File: config.mk
export PLATFORM = sky130hd
export DESIGN_NAME = osm_ctrl
export DESIGN_NICKNAME = d
export VERILOG_FILES = /design/src/rtl/core/osm_pkg.sv /design/src/rtl/core/osm_ctrl.sv
export SDC_FILE = /design/constraint.sdc
export NUM_CORES = 1
export LEC_CHECK = 0
export BUFFER_PORTS_ARGS = -buffer_cell sky130_fd_sc_hd__buf_4
export CAP_MARGIN = 20
export CORE_AREA = 10 10 47 49
export CTS_BUF_LIST = sky130_fd_sc_hd__clkbuf_16
export DETAILED_ROUTE_END_ITERATION = 8
export DIE_AREA = 0 0 57 59
export GPL_TIMING_DRIVEN = 1
export MAX_ROUTING_LAYER = met4
export PLACE_DENSITY = 0.5
export SYNTH_ARGS = -nofsm -noshare
export SYNTH_HDL_FRONTEND = slang
export SYNTH_SLANG_ARGS = --single-unit
File: constraint.sdc
create_clock -name clk_i -period 1.41 [get_ports clk_i]
set_clock_uncertainty 0.05 [all_clocks]
set_input_delay 0.141 -clock clk_i [delete_from_list [all_inputs] [get_ports clk_i]]
set_output_delay 0.141 -clock clk_i [all_outputs]
set_load 0.05 [all_outputs]
File: src/rtl/core/osm_pkg.sv
// shared types and constants for the order statistic multiset
`default_nettype none
package osm_pkg;

  typedef enum logic [1:0] {
    OP_INSERT = 2'd0,
    OP_DELETE = 2'd1,
    OP_RANK   = 2'd2,
    OP_SELECT = 2'd3
  } op_e;

  typedef enum logic [1:0] {
    ST_OK       = 2'd0,
    ST_NOTFOUND = 2'd1,
    ST_FULL     = 2'd2
  } status_e;

  typedef struct packed {
    logic [1:0]         op;
    logic signed [31:0] value;
    logic [23:0]        position;
  } req_t;

  typedef struct packed {
    logic signed [31:0] result_value;
    logic [24:0]        result_rank;
    logic [1:0]         status;
  } rsp_t;

  typedef enum logic [2:0] {
    S_IDLE,
    S_SCAN,
    S_SHIFT,
    S_WRITE,
    S_DONE
  } state_e;

  // controller to datapath
  typedef struct packed {
    logic load;      // capture request, clear scan state
    logic scan;      // read-and-compare one entry per cycle
    logic shift;     // move one entry up or down
    logic write;     // final write of entry / count update
    logic respond;   // register the result
  } cmd_t;

  // datapath to controller
  typedef struct packed {
    logic scan_done;
    logic shift_done;
    logic need_shift;
    logic need_write;
  } sts_t;

  localparam logic [24:0] RANK_MAX = 25'h1FF_FFFF;

endpackage
`default_nettype wire

File: src/rtl/core/osm_ctrl.sv
// control state machine for the order statistic multiset
`default_nettype none
module osm_ctrl
  import osm_pkg::*;
(
  input  wire  clk_i,
  input  wire  rst_ni,
  input  wire  req_valid_i,
  output logic req_stall_o,
  output logic rsp_valid_o,
  input  wire  rsp_stall_i,
  input  sts_t sts_i,
  output cmd_t cmd_o
);

  state_e state_q, state_d;
  logic   valid_q, valid_d;

  always_ff @(posedge clk_i or negedge rst_ni) begin
    if (!rst_ni) begin
      state_q <= S_IDLE;
      valid_q <= 1'b0;
    end else begin
      state_q <= state_d;
      valid_q <= valid_d;
    end
  end

  always_comb begin
    state_d = state_q;
    valid_d = valid_q;
    cmd_o   = '0;
    req_stall_o = 1'b1;
    if (valid_q && !rsp_stall_i) valid_d = 1'b0;
    case (state_q)
      S_IDLE: begin
        req_stall_o = 1'b0;
        if (req_valid_i) begin
          cmd_o.load = 1'b1;
          state_d = S_SCAN;
        end
      end
      S_SCAN: begin
        cmd_o.scan = 1'b1;
        if (sts_i.scan_done) begin
          if (sts_i.need_shift) state_d = S_SHIFT;
          else if (sts_i.need_write) state_d = S_WRITE;
          else state_d = S_DONE;
        end
      end
      S_SHIFT: begin
        cmd_o.shift = 1'b1;
        if (sts_i.shift_done) state_d = S_WRITE;
      end
      S_WRITE: begin
        cmd_o.write = 1'b1;
        state_d = S_DONE;
      end
      S_DONE: begin
        // the output register may still hold the previous result
        if (!valid_q || !rsp_stall_i) begin
          cmd_o.respond = 1'b1;
          valid_d = 1'b1;
          state_d = S_IDLE;
        end
      end
      default: state_d = S_IDLE;
    endcase
  end

  assign rsp_valid_o = valid_q;

endmodule
`default_nettype wire

==> results of run 1 <==
-- stage by stage --
step                utilization (%)  setup WS, ps
floorplan                         -         -19.6
global placement               27.6           133
detailed placement             27.6           126
CTS                            37.1         -56.5
global route                   40.3          -126
finish                         40.3         -58.6
-- metal layers --
layer | up-vias | part of all wire [%]
met5 | - | 0
met4 | 0 | 4.7
met3 | 4 | 9.1
met2 | 12 | 48
met1 | 127 | 38
li1 | 147 | -
-- synth_stat cells --
cell,instances
or3_4,1
dfrtp_1,4
nand2_1,3
nor2_2,1
or2b_1,1
o21ai_0,1
o22ai_1,1
nor2b_1,1
nand3b_1,1
inv_1,3
or2_0,1
nand2b_1,1
nor2_1,5
a21oi_1,4
mux2i_1,1
and2b_2,1
buf_6,1
-- state kept, by name, indices dropped and copies added (netlist names) --
name and cells:
rsp_valid_o 1, state_q 3
-- cell type report --
cell class | instances | area, µm² | share of cell area [%]
well taps | 16 | 20.0 | 3.55
repair buffers | 21 | 186 | 33.0
inverters | 3 | 11.3 | 2.00
clock buffers | 3 | 75.1 | 13.3
flip-flops and latches | 4 | 101 | 18.0
multi-input cells | 23 | 170 | 30.2
-- power by group through the flow --
stage	registers, mW	logic (mW)	clock network (mW)
6_report	0.219	0.907	0.438
5_1_grt	0.233	0.970	0.454
4_1_cts	0.212	0.793	0.445
3_5_place_dp	0.224	0.682	0
3_3_place_gp	0.222	0.681	0
2_1_floorplan	0.245	0.478	0
-- worst min-delay path by stage --
stage               slack (ps)         from                     to
detailed placement        -110       rst_ni  rsp_valid_o$_DFF_PN0_
global route               140  rsp_stall_i  rsp_valid_o$_DFF_PN0_
finish                     110  rsp_stall_i  rsp_valid_o$_DFF_PN0_
CTS                        110  rsp_stall_i  rsp_valid_o$_DFF_PN0_
global placement          -110       rst_ni  rsp_valid_o$_DFF_PN0_
floorplan                 -200       rst_ni  rsp_valid_o$_DFF_PN0_
-- kinds of logic (layout without fill, tap and decap cells) --
family                 count (synthesis)  in the layout  synth area share (%)
and+or+nand+nor                       16             16                  35.5
buffers and inverters                  4             27                  8.87
AOI/OAI and AO/OA                      6              6                  12.3
muxes                                  1              1                  3.94
DFF                                    4              4                  39.4
-- tightest hold or removal path: stages --
cell and delay, ps:
buf_4 90, nand2_1 60, nand2_1 60
-- what timing repair did --
item / CTS / global route
hold endpoints to repair: 4 / 0
cloned: 0 / 0
setup endpoints to repair: 4 / 6
hold buffers: 1 / 0
pin swaps: 1 / 1
buffers inserted: 5 / 0
resized for setup: 3 / 13
==> flow_summary.json, run 1 <==
{
  "slowest_delay_ps": 410,
  "syn_inst": 31,
  "vias": 290,
  "fin_total_pwr_mw": 1.56,
  "antenna_found_initial": 0,
  "row_count": 14,
  "ir_worst_vdd_mv": 0.925,
  "grtUsageMet1_pct": 5.02,
  "pwr-share-seq_pct": 14.0,
  "io_pins": 15,
  "crit_type": "reg -> out",
  "finalCritPeriodShare_pct": 104,
  "drtIter0Drc": 9,
  "path_cells": "or3_4 > nor2_4 > buf_6",
  "antenna_cells": 0,
  "clk_pin_slew_worst_paths_ps": 30,
  "worstSetupStartpoint": "state_q[0]$_DFFE_PN0P_",
  "reg2reg_depth": 4,
  "crit_slowest_cell": "or3_4",
  "swShare_pct": 42.2,
  "finalHoldViolations": 0,
  "status": "finished, violations left",
  "final_cell_area_um2": 564,
  "final_cells": 70,
  "clk-insertion-delay-late_ps": 220,
  "yosys_warnings": 0,
  "layout_commonest_cell": "buf_4",
  "core-area_mm2": 0.00140,
  "busiest_layer": "met4",
  "maxCapViolCount": 0,
  "synthTopCellsByArea": "dfrtp_1, a21oi_1, nor2_1",
  "synth.cell_area_um2": 254,
  "p_sw_mw": 0.660,
  "die_h_um": 59,
  "violations": "negative setup slack",
  "syn_nets": 39,
  "grt_max_degree": 7,
  "finalWorstSetupSlack_ps": -58.6,
  "slew_violations": 0,
  "die_area_mm2": 0.00336,
  "hpwl_um": 570,
  "start_util_pct": 18.1,
  "io_buffers": 14,
  "drc": 0,
  "crit_arrival_ps": 1280,
  "placed_cells": 61,
  "setup_viol": 3,
  "p_per_area_mw_per_mm2": 2770,
  "rsz0062_at_grt": "yes",
  "fmax_mhz": 681,
  "grt_pass1_wl_mm": 1.35,
  "critPathCapture": "cmd_o[4]",
  "p_leak_nw": 0.268,
  "wl_um": 843,
  "fin_tns_setup_ps": -81.1,
  "required_ps": 1220,
  "numCtsBuffers": 3,
  "ys_ff_latch": 4,
  "clock_path_buffers": 2,
  "cp.buffers_inverters": 1,
  "p_int_mw": 0.904,
  "ant_nets": 0,
  "syn_avg_cell_area_um2": 8.19,
  "rr_endpoint": "state_q[0]$_DFFE_PN0P_",
  "gp_congestion": 0.646,
  "met3_usage_pct": 3.22,
  "period_minus_slack_ps": 1470,
  "grt.met2_usage_pct": 7.29,
  "vias_per_cell": 4.14,
  "hold_slack_ps": 110,
  "placed_area_um2": 387,
  "synth_top_area_share_pct": 39.4,
  "cp-start-kind": "flip-flop",
  "end_kind": "output pin",
  "htreeDepth": 1,
  "first_global_vias": 312,
  "r2r-start": "state_q[1]$_DFFE_PN0P_",
  "cts.sinks": 4,
  "final_layout_size_suffix_gt1_share_pct": 63.0,
  "slew_headroom_pct": 89.3,
  "drt_pass1_iterations": 2,
  "hold_depth": 3,
  "yosysTopAreaCell": "dfrtp_1",
  "critPathMaxFanout": 4,
  "worst_pin_slew_ps": 158,
  "cts_tree": "done",
  "critical-path-top-delay-family": "simple AND/OR/NAND/NOR gates",
  "synth_cell_types": 17,
  "power_frac_comb_pct": 58.0,
  "final_cell_mix": "buf_4, buf_6",
  "grt_usage_pct": 5.70,
  "seq_area_frac_synth_pct": 39.4,
  "wire_per_inst_um": 12.0,
  "min_path_type": "in -> reg",
  "fillers": 142,
  "dieWidth_um": 57,
  "grt_remaining_overflow": 0,
  "p_clk_share_pct": 28.0,
  "synthToLayoutAreaGrowth_pct": 122,
  "cp.depth": 3,
  "reg2reg_slack_ps": 270,
  "clockRootBuffer": "clkbuf_16",
  "finalNetCount": 64
}
Power figures use the tool's default switching activity.
==> run 2, diff against run 1 <==
==> constraint.sdc (replaced) <==
create_clock -name clk_i -period 1.46 [get_ports clk_i]
set_clock_uncertainty 0.05 [all_clocks]
set_input_delay 0.146 -clock clk_i [delete_from_list [all_inputs] [get_ports clk_i]]
set_output_delay 0.146 -clock clk_i [all_outputs]
set_load 0.05 [all_outputs]
==> run 2 against run 1 <==
The run still ends with negative setup slack left; power is 11% lower; sequential power is 6% lower; combinational power is 16% lower; clock-buffer cell count stayed put; critical path type unchanged.
==> flow_summary.json, run 2 (synthesis results as in run 1) <==
{
  "status": "finished, violations left",
  "violations": "negative setup slack",
  "reg2reg_depth": 4,
  "ir_worst_vdd_mv": 0.916,
  "start_util_pct": 18.1,
  "row_count": 14,
  "rsz0062_at_grt": "yes",
  "slew_headroom_pct": 87.5,
  "final_cell_mix": "buf_4, nor2_1, buf_6",
  "worst_pin_slew_ps": 187,
  "p_leak_nw": 0.260,
  "hold_depth": 3,
  "worstHoldStart": "rsp_stall_i",
  "required_ps": 1260,
  "core-area_mm2": 0.00140,
  "largest_register_ffs": 3,
  "crit_arrival_ps": 1280,
  "vias_per_cell": 4.00,
  "hold_end": "rsp_valid_o$_DFF_PN0_",
  "fillers": 154,
  "clock_path_buffers": 2,
  "die_h_um": 59,
  "htreeDepth": 1,
  "synthToLayoutAreaGrowth_pct": 107,
  "grt_max_degree": 7,
  "cp-start-kind": "flip-flop",
  "vias": 280,
  "finalHoldViolations": 0,
  "clk-insertion-delay-late_ps": 220,
  "rr_endpoint": "state_q[1]$_DFFE_PN0P_",
  "min_path_type": "in -> reg",
  "layout_commonest_cell": "buf_4",
  "seqCellArea_um2": 101,
  "gp_congestion": 0.640,
  "final_layout_size_suffix_gt1_share_pct": 53.7,
  "antenna_cells": 0,
  "finalNetCount": 64,
  "io_pins": 15,
  "multi_input_area_um2": 143,
  "maxCapViolCount": 0,
  "slew_violations": 0,
  "final_core_util_pct": 37.5,
  "io_buffers": 14,
  "die_area_mm2": 0.00336,
  "hpwl_um": 574,
  "fin_total_pwr_mw": 1.39,
  "pre_cts_ws_ps": 141,
  "first_global_vias": 307,
  "ant_nets": 0,
  "r2r-start": "state_q[1]$_DFFE_PN0P_",
  "grt_usage_pct": 5.03,
  "fmax_mhz": 677,
  "grt_remaining_overflow": 0,
  "critPathMaxFanout": 6,
  "clockRootBuffer": "clkbuf_16",
  "hold_slack_ps": 110,
  "numCtsBuffers": 3,
  "setup_viol": 1,
  "largest_register": "state_q",
  "drc": 0,
  "cts_tree": "done",
  "dieWidth_um": 57,
  "reg2reg_slack_ps": 310,
  "p_per_area_mw_per_mm2": 2650,
  "cts.sinks": 4,
  "finalWorstSetupSlack_ps": -18.0,
  "drt_pass1_iterations": 2,
  "grt_pass1_wl_mm": 1.25,
  "wire_per_inst_um": 11.1,
  "drtIter0Drc": 5,
  "finalCritPeriodShare_pct": 101,
  "antenna_found_initial": 0,
  "clk_pin_slew_worst_paths_ps": 30,
  "end_kind": "output pin",
  "period_minus_slack_ps": 1480,
  "wl_um": 779,
  "crit_type": "reg -> out"
}
==> run 2: where the power goes <==
| group | switching (mW) | internal (mW) | leakage (nW) |
|---|---|---|---|
| logic | 0.459 | 0.307 | 0.172 |
| registers | 0.0478 | 0.158 | 0.0510 |
| clock network | 0.0712 | 0.349 | 0.0370 |
| total | 0.578 | 0.815 | 0.260 |
==> run 2: per-layer routing <==
metal | vias to the layer above | part of all wire [%] | GRT usage [%]
met4 | 0 | 0 | 5.03
met3 | 0 | 4.6 | 2.36
met2 | 7 | 57 | 8.06
li1 | 149 | - | -
met5 | - | 0 | -
met1 | 124 | 38 | 4.18
==> run 2: final cells by class <==
cell class | instances | share of cell area (%)
Timing Repair Buffer | 21 | 33.3
Multi-Input combinational cell | 23 | 27.1
Sequential cell | 4 | 19.3
Clock buffer | 3 | 14.3
Tap cell | 16 | 3.81
Inverter | 3 | 2.14
==> run 2: worst max path at each step <==
stage	start	cells after the start	endpoint
3_3_place_gp	state_q[1]$_DFFE_PN0P_	3	cmd_o[4]
6_report	state_q[1]$_DFFE_PN0P_	3	cmd_o[4]
3_5_place_dp	state_q[1]$_DFFE_PN0P_	3	cmd_o[4]
5_1_grt	state_q[1]$_DFFE_PN0P_	3	cmd_o[4]
4_1_cts	state_q[1]$_DFFE_PN0P_	3	cmd_o[4]
2_1_floorplan	state_q[1]$_DFFE_PN0P_	3	cmd_o[4]
==> run 2: critical path: stages (launching register included) <==
cell and delay [ps]:
dfrtp_2 420, or3_4 390, nor2_4 90, buf_6 160
==> run 2: timing repair <==
action,CTS,global route
setup buffers,4,2
endpoints found under the setup margin,2,4
resized for setup,2,3
hold endpoints to repair,4,0
hold buffers,1,0
==> run 2: through the flow <==
stage	cell area [µm²]	TNS, ps	cells
3_3_place_gp	379	0	60
2_1_floorplan	265	0	31
4_1_cts	499	-22.5	68
5_1_grt	526	-89.9	70
3_5_place_dp	379	0	60
6_report	526	-18.0	70
